File: src/rtl/core/i2s_pkg.sv
// Shared types, constants and the segment table for the integer to seven-segment frame block.
package i2s_pkg;

   // Widths of the integer path and of the packed decimal result.
   localparam int VALUE_W = 32;
   localparam int BCD_DIGITS = 10;
   localparam int BCD_W = 4 * BCD_DIGITS;
   localparam int TEXT_MAX = 11;
   localparam int CNT_W = 4;

   // The double-dabble conversion runs eight shift steps per pipeline stage.
   localparam int DABBLE_STEPS = 8;
   localparam int DABBLE_STAGES = VALUE_W / DABBLE_STEPS;

   // Configuration register indexes and their reset values.
   localparam int CSR_INDEX_W = 4;
   localparam logic [CSR_INDEX_W-1:0] CSR_START_ADDRESS = 4'd0;
   localparam logic [CSR_INDEX_W-1:0] CSR_MINUS_CODE = 4'd1;
   localparam logic [7:0] RESET_START_ADDRESS = 8'h08;
   localparam logic [7:0] RESET_MINUS_CODE = 8'h40;

   // One value on its way through the conversion pipeline.
   typedef struct packed {
      logic neg;
      logic [VALUE_W-1:0] bin;
      logic [BCD_W-1:0] bcd;
   } conv_type;

   // Standard segment pattern for the decimal digits.
   function automatic logic [7:0] digit_pattern(input logic [3:0] digit);
      logic [7:0] pat;
      case (digit)
         4'd0: pat = 8'h3F;
         4'd1: pat = 8'h06;
         4'd2: pat = 8'h5B;
         4'd3: pat = 8'h4F;
         4'd4: pat = 8'h66;
         4'd5: pat = 8'h6D;
         4'd6: pat = 8'h7D;
         4'd7: pat = 8'h07;
         4'd8: pat = 8'h7F;
         4'd9: pat = 8'h6F;
         default: pat = 8'h00;
      endcase
      return pat;
   endfunction

endpackage

File: src/rtl/core/i2s_dabble.sv
// One slice of the binary to packed decimal conversion: eight add-3 and shift steps.
module i2s_dabble import i2s_pkg::*; (
   input  conv_type d,
   output conv_type q
);

   logic [BCD_W-1:0] bcd;
   logic [VALUE_W-1:0] bin;

   // Each step corrects every digit of five or more, then shifts one binary bit in.
   always_comb begin
      bcd = d.bcd;
      bin = d.bin;
      for (int s = 0; s < DABBLE_STEPS; s++) begin
         for (int j = 0; j < BCD_DIGITS; j++) begin
            if (bcd[j*4 +: 4] >= 4'd5) begin
               bcd[j*4 +: 4] = bcd[j*4 +: 4] + 4'd3;
            end
         end
         bcd = {bcd[BCD_W-2:0], bin[VALUE_W-1]};
         bin = {bin[VALUE_W-2:0], 1'b0};
      end
      q.neg = d.neg;
      q.bin = bin;
      q.bcd = bcd;
   end

endmodule

File: src/rtl/core/i2s_serializer.sv
// Frame serializer: sends the address byte and then one segment code per kept character.
module i2s_serializer import i2s_pkg::*; #(
   parameter int LIMIT = 8
) (
   input  logic       clock,
   input  logic       reset,
   input  logic       in_valid,
   output logic       in_ready,
   input  conv_type   in_data,
   input  logic [7:0] start_address,
   input  logic [7:0] minus_code,
   output logic       rsp_valid,
   input  logic       rsp_ready,
   output logic [7:0] rsp_out_byte,
   output logic       rsp_is_address,
   output logic       rsp_last
);

   localparam logic [CNT_W-1:0] LIMIT_CNT = CNT_W'(LIMIT);

   logic             busy_ff, busy_in;
   logic [CNT_W-1:0] pos_ff, pos_in;
   logic [CNT_W-1:0] nd_ff, nd_in;
   logic [CNT_W-1:0] keep_ff, keep_in;
   logic             neg_ff, neg_in;
   logic [BCD_W-1:0] bcd_ff, bcd_in;
   logic             rsp_valid_ff, rsp_valid_in;
   logic [7:0]       byte_ff, byte_in;
   logic             addr_ff, addr_in;
   logic             last_ff, last_in;

   logic             out_adv;
   logic             emit;
   logic             at_end;
   logic             load;
   logic [CNT_W-1:0] nd_new;
   logic [CNT_W-1:0] len_new;
   logic [CNT_W-1:0] sel;
   logic [3:0]       digit;

   // Handshake between the pipeline, the frame position and the output register.
   always_comb begin
      out_adv = !rsp_valid_ff || rsp_ready;
      emit = busy_ff && out_adv;
      at_end = (pos_ff == keep_ff);
      in_ready = !busy_ff || (emit && at_end);
      load = in_valid && in_ready;
   end

   // Count of significant digits (zero still shows one digit) and the text length before the limit.
   always_comb begin
      nd_new = CNT_W'(1);
      for (int j = 0; j < BCD_DIGITS; j++) begin
         if (in_data.bcd[j*4 +: 4] != 4'd0) begin
            nd_new = CNT_W'(j + 1);
         end
      end
      len_new = nd_new + CNT_W'(in_data.neg);
   end

   // Pick the digit for the character at the current position, leftmost first.
   always_comb begin
      sel = nd_ff + CNT_W'(neg_ff) - pos_ff;
      digit = 4'd0;
      for (int j = 0; j < BCD_DIGITS; j++) begin
         if (sel == CNT_W'(j)) begin
            digit = bcd_ff[j*4 +: 4];
         end
      end
   end

   // Next values of the frame state and the output register.
   always_comb begin
      busy_in = busy_ff;
      pos_in = pos_ff;
      nd_in = nd_ff;
      keep_in = keep_ff;
      neg_in = neg_ff;
      bcd_in = bcd_ff;
      rsp_valid_in = rsp_valid_ff;
      byte_in = byte_ff;
      addr_in = addr_ff;
      last_in = last_ff;

      if (rsp_ready) begin
         rsp_valid_in = 1'b0;
      end
      if (emit) begin
         rsp_valid_in = 1'b1;
         pos_in = pos_ff + CNT_W'(1);
         addr_in = (pos_ff == '0);
         last_in = at_end;
         if (pos_ff == '0) begin
            byte_in = start_address;
         end else if (neg_ff && pos_ff == CNT_W'(1)) begin
            byte_in = minus_code;
         end else begin
            byte_in = digit_pattern(digit);
         end
         if (at_end) begin
            busy_in = 1'b0;
         end
      end
      if (load) begin
         busy_in = 1'b1;
         pos_in = '0;
         nd_in = nd_new;
         keep_in = (len_new > LIMIT_CNT) ? LIMIT_CNT : len_new;
         neg_in = in_data.neg;
         bcd_in = in_data.bcd;
      end
   end

   // Control state resets; the payload does not need to.
   always_ff @(posedge clock) begin
      if (reset) begin
         busy_ff <= 1'b0;
         rsp_valid_ff <= 1'b0;
      end else begin
         busy_ff <= busy_in;
         rsp_valid_ff <= rsp_valid_in;
      end
      pos_ff <= pos_in;
      nd_ff <= nd_in;
      keep_ff <= keep_in;
      neg_ff <= neg_in;
      bcd_ff <= bcd_in;
      byte_ff <= byte_in;
      addr_ff <= addr_in;
      last_ff <= last_in;
   end

   assign rsp_valid = rsp_valid_ff;
   assign rsp_out_byte = byte_ff;
   assign rsp_is_address = addr_ff;
   assign rsp_last = last_ff;

endmodule

File: src/rtl/core/int_to_seven_segment_frame.sv
// Top level: signed integer to seven-segment display frame with a conversion pipeline.
//
//   Channel  Direction  Handshake              Payload
//   req      in         req_valid / req_ready  req_value (32-bit signed)
//   rsp      out        rsp_valid / rsp_ready  rsp_out_byte, rsp_is_address, rsp_last
//   csr      in         csr_valid / csr_ready  csr_index, csr_wdata
//
// A value reaches the serializer after six register stages (input, magnitude and four
// conversion stages). The serializer sets the rate: a frame is the address byte and
// min(text length, LIMIT) characters, LIMIT being MAX_DIGITS clamped to 1..11 (two to nine
// bytes with the default), and a waiting next frame follows the last byte without a gap.
// Reset loads the configuration registers with 8 and 64 and empties every stage.
// With rsp_ready low the output register holds and up to six values wait behind the serializer.
module int_to_seven_segment_frame import i2s_pkg::*; #(
   parameter int MAX_DIGITS = 8
) (
   input  logic                   clock,
   input  logic                   reset,
   input  logic                   req_valid,
   output logic                   req_ready,
   input  logic signed [31:0]     req_value,
   output logic                   rsp_valid,
   input  logic                   rsp_ready,
   output logic [7:0]             rsp_out_byte,
   output logic                   rsp_is_address,
   output logic                   rsp_last,
   input  logic                   csr_valid,
   output logic                   csr_ready,
   input  logic [CSR_INDEX_W-1:0] csr_index,
   input  logic [7:0]             csr_wdata
);

   localparam int LIMIT = (MAX_DIGITS < 1) ? 1 : ((MAX_DIGITS > TEXT_MAX) ? TEXT_MAX : MAX_DIGITS);
   localparam int NSTG = 1 + DABBLE_STAGES;

   logic [7:0]         start_address_ff, start_address_in;
   logic [7:0]         minus_code_ff, minus_code_in;
   logic               in_valid_ff, in_valid_in;
   logic [VALUE_W-1:0] value_ff, value_in;
   logic               stg_valid_ff [NSTG];
   logic               stg_valid_in [NSTG];
   conv_type           stg_data_ff [NSTG];
   conv_type           stg_data_in [NSTG];
   conv_type           dab_q [DABBLE_STAGES];
   logic               stg_ready [NSTG+1];
   conv_type           mag;
   logic               in_ready;
   logic               ser_ready;

   // Configuration registers; writes to other indexes are dropped.
   assign csr_ready = 1'b1;

   always_comb begin
      start_address_in = start_address_ff;
      minus_code_in = minus_code_ff;
      if (csr_valid) begin
         case (csr_index)
            CSR_START_ADDRESS: start_address_in = csr_wdata;
            CSR_MINUS_CODE: minus_code_in = csr_wdata;
            default: ;
         endcase
      end
   end

   // Each stage takes a new value when it is empty or its successor takes its current one.
   always_comb begin
      stg_ready[NSTG] = ser_ready;
      for (int i = NSTG - 1; i >= 0; i--) begin
         stg_ready[i] = !stg_valid_ff[i] || stg_ready[i+1];
      end
      in_ready = !in_valid_ff || stg_ready[0];
   end

   assign req_ready = in_ready;

   // Sign and magnitude; the most negative value keeps its true magnitude as unsigned.
   always_comb begin
      mag.neg = value_ff[VALUE_W-1];
      mag.bin = value_ff[VALUE_W-1] ? (VALUE_W'(0) - value_ff) : value_ff;
      mag.bcd = '0;
   end

   // Conversion slices between the pipeline registers.
   for (genvar g = 0; g < DABBLE_STAGES; g++) begin : g_dabble
      i2s_dabble u_dabble (
         .d (stg_data_ff[g]),
         .q (dab_q[g])
      );
   end

   // Next values of the input register and the pipeline stages.
   always_comb begin
      in_valid_in = in_valid_ff;
      value_in = value_ff;
      if (in_ready) begin
         in_valid_in = req_valid;
      end
      if (req_valid && in_ready) begin
         value_in = req_value;
      end

      for (int i = 0; i < NSTG; i++) begin
         stg_valid_in[i] = stg_valid_ff[i];
         stg_data_in[i] = stg_data_ff[i];
      end
      if (stg_ready[0]) begin
         stg_valid_in[0] = in_valid_ff;
         stg_data_in[0] = mag;
      end
      for (int i = 1; i < NSTG; i++) begin
         if (stg_ready[i]) begin
            stg_valid_in[i] = stg_valid_ff[i-1];
            stg_data_in[i] = dab_q[i-1];
         end
      end
   end

   always_ff @(posedge clock) begin
      if (reset) begin
         start_address_ff <= RESET_START_ADDRESS;
         minus_code_ff <= RESET_MINUS_CODE;
         in_valid_ff <= 1'b0;
         for (int i = 0; i < NSTG; i++) begin
            stg_valid_ff[i] <= 1'b0;
         end
      end else begin
         start_address_ff <= start_address_in;
         minus_code_ff <= minus_code_in;
         in_valid_ff <= in_valid_in;
         for (int i = 0; i < NSTG; i++) begin
            stg_valid_ff[i] <= stg_valid_in[i];
         end
      end
      value_ff <= value_in;
      for (int i = 0; i < NSTG; i++) begin
         stg_data_ff[i] <= stg_data_in[i];
      end
   end

   // Frame serializer with the output register.
   i2s_serializer #(
      .LIMIT (LIMIT)
   ) u_serializer (
      .clock          (clock),
      .reset          (reset),
      .in_valid       (stg_valid_ff[NSTG-1]),
      .in_ready       (ser_ready),
      .in_data        (stg_data_ff[NSTG-1]),
      .start_address  (start_address_ff),
      .minus_code     (minus_code_ff),
      .rsp_valid      (rsp_valid),
      .rsp_ready      (rsp_ready),
      .rsp_out_byte   (rsp_out_byte),
      .rsp_is_address (rsp_is_address),
      .rsp_last       (rsp_last)
   );

   // An address byte never closes a frame, since every frame has at least one character.
   a_addr_not_last: assert property (@(posedge clock) disable iff (reset)
      rsp_valid && rsp_is_address |-> !rsp_last)
      else $error("address byte marked as last");

   // The first character follows the address transaction in the very next cycle.
   a_char_after_addr: assert property (@(posedge clock) disable iff (reset)
      rsp_valid && rsp_ready && rsp_is_address |=> rsp_valid && !rsp_is_address)
      else $error("no character after the address byte");

   // After the last byte, the next byte shown opens a new frame.
   a_addr_after_last: assert property (@(posedge clock) disable iff (reset)
      rsp_valid && rsp_ready && rsp_last |=> !rsp_valid || rsp_is_address)
      else $error("frame did not restart with an address byte");

   // A character that is not last is followed at once by another character.
   a_frame_contiguous: assert property (@(posedge clock) disable iff (reset)
      rsp_valid && rsp_ready && !rsp_is_address && !rsp_last |=> rsp_valid && !rsp_is_address)
      else $error("gap or address inside a frame");

endmodule
File: config.mk
export PLATFORM = sky130hd
export DESIGN_NAME = int_to_seven_segment_frame
export DESIGN_NICKNAME = d
export VERILOG_FILES = /design/src/rtl/core/i2s_pkg.sv /design/src/rtl/core/i2s_dabble.sv /design/src/rtl/core/i2s_serializer.sv /design/src/rtl/core/int_to_seven_segment_frame.sv
export SDC_FILE = /design/constraint.sdc
export NUM_CORES = 1
export LEC_CHECK = 0
export BUFFER_PORTS_ARGS = -buffer_cell sky130_fd_sc_hd__buf_2
export CORE_UTILIZATION = 30
export DETAILED_ROUTE_END_ITERATION = 10
export SYNTH_ARGS = -nofsm -noshare
export SYNTH_HDL_FRONTEND = slang
export SYNTH_SLANG_ARGS = --single-unit
File: constraint.sdc
create_clock -name clock -period 8.4 [get_ports clock]
set_clock_uncertainty 0.1 [all_clocks]
set_input_delay 1.26 -clock clock [delete_from_list [all_inputs] [get_ports clock]]
set_output_delay 1.26 -clock clock [all_outputs]
set_load 0.05 [all_outputs]
## Yosys cells after proc, flatten, opt, wreduce, memory -nomap -nowiden

Memory sizes are Yosys's and may differ from the RTL's.
Cells that the tools add are included.

- Bits in registers: 114
- Bits in writable memories: 370
- Memory bits (read-only): 112
- Bits of input ports: 49
- Word-level logic and storage cells: 1,084
- Memories: 3

Memories:

| name | depth | width | read ports | clocked after memory_dff | write ports | line | text |
|---|---|---|---|---|---|---|---|
| stg_data_ff | 5 | 73 | 5 | 0 | 5 | int_to_seven_segment_frame.sv:42 | `conv_type stg_data_ff [NSTG];` |
| (no name shown) | 16 | 7 | 1 | 0 | 0 | i2s_pkg.sv:32 | `case (digit)` |
| stg_valid_ff | 5 | 1 | 5 | 0 | 5 | int_to_seven_segment_frame.sv:40 | `logic stg_valid_ff [NSTG];` |

- Add/subtract/negate cells: 325
- Order comparisons: 321
- Equal/unequal tests: 12
- Mux-type cells: 365
- Bitwise logic cells: 5
- Reduce and logical (&&, ||, !) cells: 39

Operators by type and width:

| kind | count |
|---|---|
| greater-or-equal comparator 4 x 3 -> 1 bit, second input constant | 320 |
| two-way mux 4 bit | 301 |
| adder 4 x 2 -> 4 bit, second input constant | 288 |
| two-way mux 73 bit | 5 |
| two-way mux 3 bit | 36 |
| adder 3 x 2 -> 3 bit, second input constant | 32 |
| nonzero test 4 bit | 9 |
| two-way mux 32 bit | 1 |
| subtractor 1 x 32 -> 32 bit, first input constant | 1 |
| two-way mux 1 bit | 18 |
| == test 4 x 3 -> 1 bit, second input constant | 4 |
| two-way mux 8 bit | 2 |
| == test 4 x 1 -> 1 bit, second input constant | 3 |
| zero test 4 bit | 3 |
| adder 4 x 1 -> 4 bit | 2 |
| == test 4 x 2 -> 1 bit, second input constant | 2 |
| == test 4 bit, second input constant | 2 |
| zero test 1 bit | 8 |
| logical OR 1 bit | 8 |
| AND reduction 2 bit | 3 |
| nonzero test 2 bit | 3 |
| logical AND 1 bit | 5 |
| OR 1 bit | 5 |
| adder 4 x 1 -> 4 bit, second input constant | 1 |
| other kinds (4) | 5 |

## Longest topological paths before layout

Gate-level depths: netlist of the first run.
An unclocked memory read counts as a cell.

- Word-level depth: 18
- Mapped depth: 38
- Depth with buffers taken out: 36

## By module

Synthesis of the first run repeated with hierarchy kept, for this count alone.

- Cell total of the unflattened synthesis: 7,428
- Area, all modules: 60,207.7 µm²

By module, submodules not included:

| module | times used | cells an instance | area an instance (µm²) | sequential area each (µm²) |
|---|---|---|---|---|
| i2s_dabble | 4 | 1,664 | 11,193.2 | 0.0 |
| int_to_seven_segment_frame | 1 | 545 | 12,265.5 | 11,160.7 |
| i2s_serializer | 1 | 227 | 3,169.3 | 1,891.8 |

## Worst setup path before layout of the first run

No wires, ideal clock.

- Path kind: register to register
- From: memory stg_data_ff[0][73] (netlist name)
- To: memory stg_data_ff[0][157] (netlist name), data pin
- Library setup time: 0.260 ns
- Data arrival time: 6.556 ns
- Required time: 8.040 ns
- Setup slack: 1.484 ns
- Stages on the path, launching flop included: 37
- Cell sequence: edfxtp_1 > buf_2 > inv_1 > ha_1 > buf_4 > nand2b_1 > nor3b_1 > a21oi_2 > inv_1 > ha_1 > inv_1 > a21o_1 > a31oi_2 > inv_1 > ha_1 > o21ai_1 > a31oi_2 > inv_2 > ha_1 > nor4_1 > o311ai_1 > nand2_1 > ha_1 > nand2_1 > a2111oi_0 > a311oi_1 > and3_1 > a2bb2oi_2 > a41o_1 > xnor2_1 > ha_1 > nor3_1 > a32oi_1 > a211oi_1 > a21oi_1 > nor2_1 > mux2_2

RTL lines:

| item | line |
|---|---|
| start, declared | int_to_seven_segment_frame.sv:42 |

==> flow_metrics.env, run 1 <==
export IMPL_outcome="complete, no violations"
export IMPL_cts_buffers=37
export IMPL_synth_nets=3618
export IMPL_antenna_found_initial=0
export IMPL_timing_critical_path_mode_cell="ha_1"
export IMPL_cts_tree="built"
export IMPL_synth_area_mm2=0.0298
export IMPL_clockBufferDepth=3
export IMPL_slew_viol_final=0
export IMPL_cp_startpoint="stg_data_ff[0][73]"
export IMPL_drc_errors=0
export IMPL_antenna_cells=0
export IMPL_syn_inst=3404
export IMPL_gp_congestion=0.785
export IMPL_die_w_um=317
export IMPL_crit_path_end_kind="register"
export IMPL_wirelength_um=58100
export IMPL_drt_iter0_markers=1383
export IMPL_synth_seq_cells=306
export IMPL_setup_viol=0
export IMPL_fmax_ghz=0.130
export IMPL_die_y_um=317
export IMPL_grt_pass1_vias=21871
export IMPL_ant_nets=0
export IMPL_setup_tns_ps=0
export IMPL_min_delay_start="stg_data_ff[0][128]"
export IMPL_fillers=10136
export IMPL_min_period_over_period=0.917
export IMPL_synth_warnings=0
export IMPL_viasPerCell=5.17
export IMPL_cap_violations=0
export IMPL_synth_edff_count=278
export IMPL_htreeDepth=2
export IMPL_crit_slowest_cell="edfxtp_1"
export IMPL_place_worst_setup_slack_ps=700
export IMPL_hpwlAfterDp_um=43600
export IMPL_cts_root_buf="clkbuf_16"
export IMPL_synthToLayoutAreaGrowth_pct=9.92
export IMPL_register_area_mm2=0.00891
export IMPL_synth_top_flop_cell="edfxtp_1"
export IMPL_worst_pin_slew_ps=1050
export IMPL_final_nets=3637
export IMPL_core_area_mm2=0.0984
export IMPL_multiInputGateArea_mm2=0.0196
export IMPL_hp_class="reg2reg"
export IMPL_slew_limit_headroom=0.295
export IMPL_crit_path_max_fanout=10
export IMPL_layout_drive_gt1_share=0.132
export IMPL_post_cts_buffers=0
export IMPL_fin_hold_ws_ps=315
export IMPL_row_count=115
export IMPL_final_util=0.333
export IMPL_critPathArrivalTime_ps=7910
export IMPL_insertion_delay_ps=570
export IMPL_io_pins=62
export IMPL_crit_path_start_kind="register"
export IMPL_initial_core_util=0.303
export IMPL_track_usage=0.112
export IMPL_worstPathRequired_ps=8600
export IMPL_grt_first_pass_wirelength_um=99500
export IMPL_grt_setup_unrepaired="false"
export IMPL_dieArea_mm2=0.101
export IMPL_yosysUniqueCellTypes=143
export IMPL_avgSynthCellArea_um2=8.76
export IMPL_wl_per_cell_um=12.3
export IMPL_grt_max_degree=45
export IMPL_setup_ws_ps=696
export IMPL_vias=24515
export IMPL_layout_min_cycle_time_ps=7700
export IMPL_io_buffers=60
export IMPL_cpPeakStageDelay_ps=510
export IMPL_overflow=0
export IMPL_yosysSeqAreaShare=0.299
export IMPL_clkSinkCount=306
export IMPL_r2r_start="stg_data_ff[0][73]"
export IMPL_first_pass_iters=5
export IMPL_clk_pin_slew_ps=60
export IMPL_async_flop_share=0
export IMPL_path_class="reg2reg"
export IMPL_hold_violations=0
==> cells in the final DEF (no fill, tap or decap), types with 71 or more instances in the layout <==
master      n
nor3_1     80
ha_1      164
mux2i_1   105
a21oi_1   225
xnor2_1   116
inv_1     214
nor2_1    299
nand3_1    71
edfxtp_1  278
o21ai_0   223
nand2_1   246
==> state kept, by name, indices dropped and copies added, names as in the netlist <==
register,flops
u_serializer.busy_ff,1
u_serializer.neg_ff,1
minus_code_ff,8
u_serializer.keep_ff,4
stg_valid_ff,5
in_valid_ff,1
u_serializer.rsp_out_byte,8
value_ff,32
stg_data_ff,187
u_serializer.rsp_is_address,1
u_serializer.pos_ff,4
u_serializer.nd_ff,4
u_serializer.bcd_ff,40
start_address_ff,8
u_serializer.rsp_last,1
u_serializer.rsp_valid,1
==> cells by family (layout without fill, tap and decap cells) <==
group	after synthesis	count (layout)	synth area share
flops	306	306	0.299
simple gates	1058	1058	0.175
other cells	1	1	0.000126
xor+xnor	173	173	0.0558
buf+inv	333	381	0.0445
compound gates	1178	1178	0.283
fa+ha+maj	167	167	0.0701
mux	188	188	0.0724
==> final timing paths <==
| kind | slack, ps | to | depth (start not counted) |
|---|---|---|---|
| max | 700 | stg_data_ff[0][152] | 35 |
| max reg2reg | 700 | stg_data_ff[0][152] | 35 |
| min reg2reg | 310 | stg_data_ff[0][209] | 0 |
| min | 310 | stg_data_ff[0][209] | 0 |
==> synth_stat cells, drive strengths merged (16+ instances only) <==
cell type	count	area (µm²)
buf	35	198
clkbuf	60	225
and2	56	355
and3	35	229
mux2i	125	1380
xor2	43	414
nor3b	16	141
nand3	74	388
inv	233	877
o21ai	280	1450
a22oi	20	155
a31oi	55	415
edfxtp	278	8350
nor2b	39	244
xnor2	129	1230
nor2	307	1180
nor3	83	430
or2	46	288
o221ai	18	164
a221oi	16	206
a21boi	25	195
o31ai	31	272
a211o	19	175
o211ai	57	438
o21a	50	375
nor4	20	125
nand2b	66	413
mux2	57	646
ha	164	2050
a31o	20	175
a211oi	62	528
a21o	38	287
or3	21	136
a21oi	249	1370
nand2	248	931
dfxtp	28	561
o22ai	42	295
a2bb2oi	21	221
==> repair_timing <==
action,in CTS,in global routing
gates resized for setup,0,2
hold buffers,0,0
setup endpoints to repair,0,4
hold endpoints to repair,0,0
==> critical path: cells and delay by family (launching register included) <==
family                   cells  cell delay [ps]
adder cells (fa/ha/maj)      6             1590
AND/OR/NAND/NOR              9             1530
flip-flops                   1              510
XOR/XNOR                     1              120
buffers and inverters        6              690
AO/OA/AOI/OAI               13             2850
==> final cells by class <==
cell class                 count  area share
timing repair buffer          75      0.0126
clock inverter                24      0.0106
multi-input combinational   2765       0.599
tap                         1287      0.0491
clock buffer                  44      0.0297
inverter                     238      0.0275
sequential                   306       0.272
==> metrics by stage <==
step                      std cells  instance area (µm²)
after floorplan                3404                29800
after global placement         4671                31500
after detailed placement       4671                31500
after CTS                      4739                32800
after global routing           4739                32800
final                          4739                32800
==> layer usage <==
| metal | global-route usage | share of wire | vias to the layer above |
|---|---|---|---|
| met5 | 0 | 0 | - |
| met4 | 0.0238 | 0.014 | 0 |
| met3 | 0.0153 | 0.028 | 51 |
| met2 | 0.182 | 0.45 | 289 |
| met1 | 0.157 | 0.51 | 11291 |
| li1 | - | - | 12884 |
Power of run 1 is left out: the tool's default activity adds up to more than one toggle a clock period on the data nets, which glitch-free logic cannot reach.
==> run 2: changes to the inputs <==
Settings changed: ABC_AREA from default to 1.
==> run 2 against run 1 <==
Compared with the run above:
- wire length decreased by 16%
- hold slack better by 3.8 ps
- worst setup slack improved by 1500 ps
- flip-flop and latch count stayed put
- fmax up 24%
- global-route usage shrank 0.44 points
- critical endpoint is now req_ready
- clock-buffer cell count shrank 3
- sequential share of layout area rose by 2.4 points
- via count down 9.3%
- area after synthesis shrank 8.8%
- critical path type is now in2out
- highest routed layer unchanged
==> flow_metrics.env, run 2 <==
export IMPL_min_period_over_period=0.741
export IMPL_synth_warnings=0
export IMPL_die_y_um=303
export IMPL_fmax_ghz=0.161
export IMPL_synthToLayoutAreaGrowth_pct=10.8
export IMPL_worst_pin_slew_ps=746
export IMPL_post_cts_resized=0
export IMPL_ant_nets=0
export IMPL_yosysUniqueCellTypes=54
export IMPL_path_buf_inv=11
export IMPL_cts_tree="built"
export IMPL_worstPathRequired_ps=7040
export IMPL_insertion_delay_ps=560
export IMPL_cts_buffers=35
export IMPL_crit_path_max_fanout=43
export IMPL_yosysTopAreaCell="edfxtp_1"
export IMPL_synth_top_flop_cell="edfxtp_1"
export IMPL_overflow=0
export IMPL_crit_slowest_cell="inv_1"
export IMPL_first_pass_iters=7
export IMPL_cts_root_buf="clkbuf_16"
export IMPL_final_nets=3965
export IMPL_final_common_cell="nand2_1"
export IMPL_synth_most_common_cell="nand2_1"
export IMPL_crit_path_start_kind="input pin"
export IMPL_die_w_um=303
export IMPL_antenna_cells=0
export IMPL_row_count=110
export IMPL_crit_path_end_kind="primary output"
export IMPL_viasPerCell=4.49
export IMPL_gp_congestion=0.806
export IMPL_io_pins=62
export IMPL_vias=22247
export IMPL_worstPathCellList="buf_2 > inv_1 > nand2_1 > nand2_1 > inv_1 > nand2_1 > nand2_1 > nor2_1 > inv_1 > buf_4 > nor2_1 > clkinv_1 > buf_4 > nor2_1 > inv_1 > nor2_1 > inv_1 > buf_4 > nor2_1 > nand2_1 > buf_2"
export IMPL_cp_depth=21
export IMPL_grt_setup_unrepaired="false"
export IMPL_synth_commonest_cells="nand2_1 (1080), inv_1 (591), nand3_1 (320), edfxtp_1 (278), nand2_2 (209)"
export IMPL_biggestRegsByFlops="stg_data_ff (187), u_serializer.bcd_ff (40), value_ff (32)"
export IMPL_htreeDepth=2
export IMPL_grt_first_pass_wirelength_um=85900
export IMPL_reg2regPathDepth=42
export IMPL_grt_util_met3=0.0197
export IMPL_slew_viol_final=0
export IMPL_yosysSeqAreaShare=0.327
export IMPL_wl_per_cell_um=9.90
export IMPL_synth_area_mm2=0.0272
export IMPL_track_usage=0.108
export IMPL_dieArea_mm2=0.0919
export IMPL_grt_pass1_vias=20440
export IMPL_syn_inst=3654
export IMPL_clk_pin_slew_ps=60
export IMPL_io_buffers=60
export IMPL_grt_max_degree=54
export IMPL_hpwlAfterDp_um=39400
export IMPL_async_flop_share=0
export IMPL_clockBufferDepth=3
export IMPL_setup_viol=0
export IMPL_wirelength_um=49000
export IMPL_postCtsHoldBufs=0
export IMPL_setup_ws_ps=2180
export IMPL_use_met1=0.133
export IMPL_busiest_layer="met2"
export IMPL_hp_class="reg2reg"
export IMPL_final_cell_mix="nand2_1 (1080), inv_1 (590), nand3_1 (320)"
export IMPL_antenna_found_initial=0
export IMPL_initial_core_util=0.303
export IMPL_avgSynthCellArea_um2=7.45
export IMPL_path_class="in2out"
export IMPL_post_cts_buffers=0
export IMPL_drt_iter0_markers=842
export IMPL_outcome="complete, no violations"
export IMPL_layout_min_cycle_time_ps=6220
export IMPL_clkSinkCount=306
export IMPL_place_worst_setup_slack_ps=1990
export IMPL_synth_seq_cells=306
export IMPL_met2_usage=0.192
export IMPL_cp_top_family="buffers and inverters"
export IMPL_cap_violations=0
export IMPL_hold_violations=0
export IMPL_critPathArrivalTime_ps=4860
export IMPL_slew_limit_headroom=0.498
export IMPL_ys_top_cells_by_area="edfxtp_1 (31%), nand2_1 (15%), inv_1 (8.2%), ha_1 (7.5%), nand3_1 (5.9%)"
export IMPL_drc_errors=0
export IMPL_core_area_mm2=0.0899
export IMPL_largest_register="stg_data_ff"
export IMPL_layout_drive_gt1_share=0.173
export IMPL_setup_tns_ps=0
export IMPL_cpPeakStageDelay_ps=440
export IMPL_synth_edff_count=278
export IMPL_synth_nets=3868
export IMPL_yosysTopAreaCellShare=0.307
export IMPL_largest_reg_flops=187
export IMPL_whs_path_depth=0
-- run 2: area by class of cell --
type	instances	area [µm²]
clock buffer	41	951
clock inverter	21	195
fill	9432	59700
inverter	633	2380
multi-input combinational	2708	15900
sequential	306	8910
tap	1176	1470
timing repair buffer	67	353
-- run 2: metal layers --
layer / vias to the layer above / share of wire
li1: 12240 / -
met1: 9773 / 0.48
met2: 177 / 0.47
met3: 57 / 0.031
met4: 0 / 0.019
met5: - / 0
-- run 2: logic make-up after synthesis --
family,after synthesis,share of synthesized area
AND/OR/NAND/NOR,2098,0.388
buffers and inverters,640,0.0884
AO/OA/AOI/OAI,329,0.0787
flip-flops,306,0.327
adder cells (fa/ha/maj),165,0.0761
XOR/XNOR,112,0.0405
multiplexers,3,0.00110
other,1,0.000138
-- run 2: final timing paths --
path	slack, ps	endpoint	start
worst max-delay path	2180	req_ready	rsp_ready
worst min-delay path	320	stg_data_ff[0][128]	stg_data_ff[0][47]
worst max register to register	2270	stg_data_ff[0][244]	stg_data_ff[0][162]
worst min register to register	320	stg_data_ff[0][128]	stg_data_ff[0][47]
-- run 2: stage by stage --
| stage | util | hold WS, ps | area, µm² | cells |
|---|---|---|---|---|
| CTS | 0.336 | 320 | 30200 | 4952 |
| global placement | 0.323 | 303 | 29000 | 4890 |
| finish | 0.336 | 318 | 30200 | 4952 |
| detailed placement | 0.323 | 305 | 29000 | 4890 |
| floorplan | - | 300 | 27200 | 3654 |
| global route | 0.336 | 324 | 30200 | 4952 |
Power of run 2 is left out for the same reason.
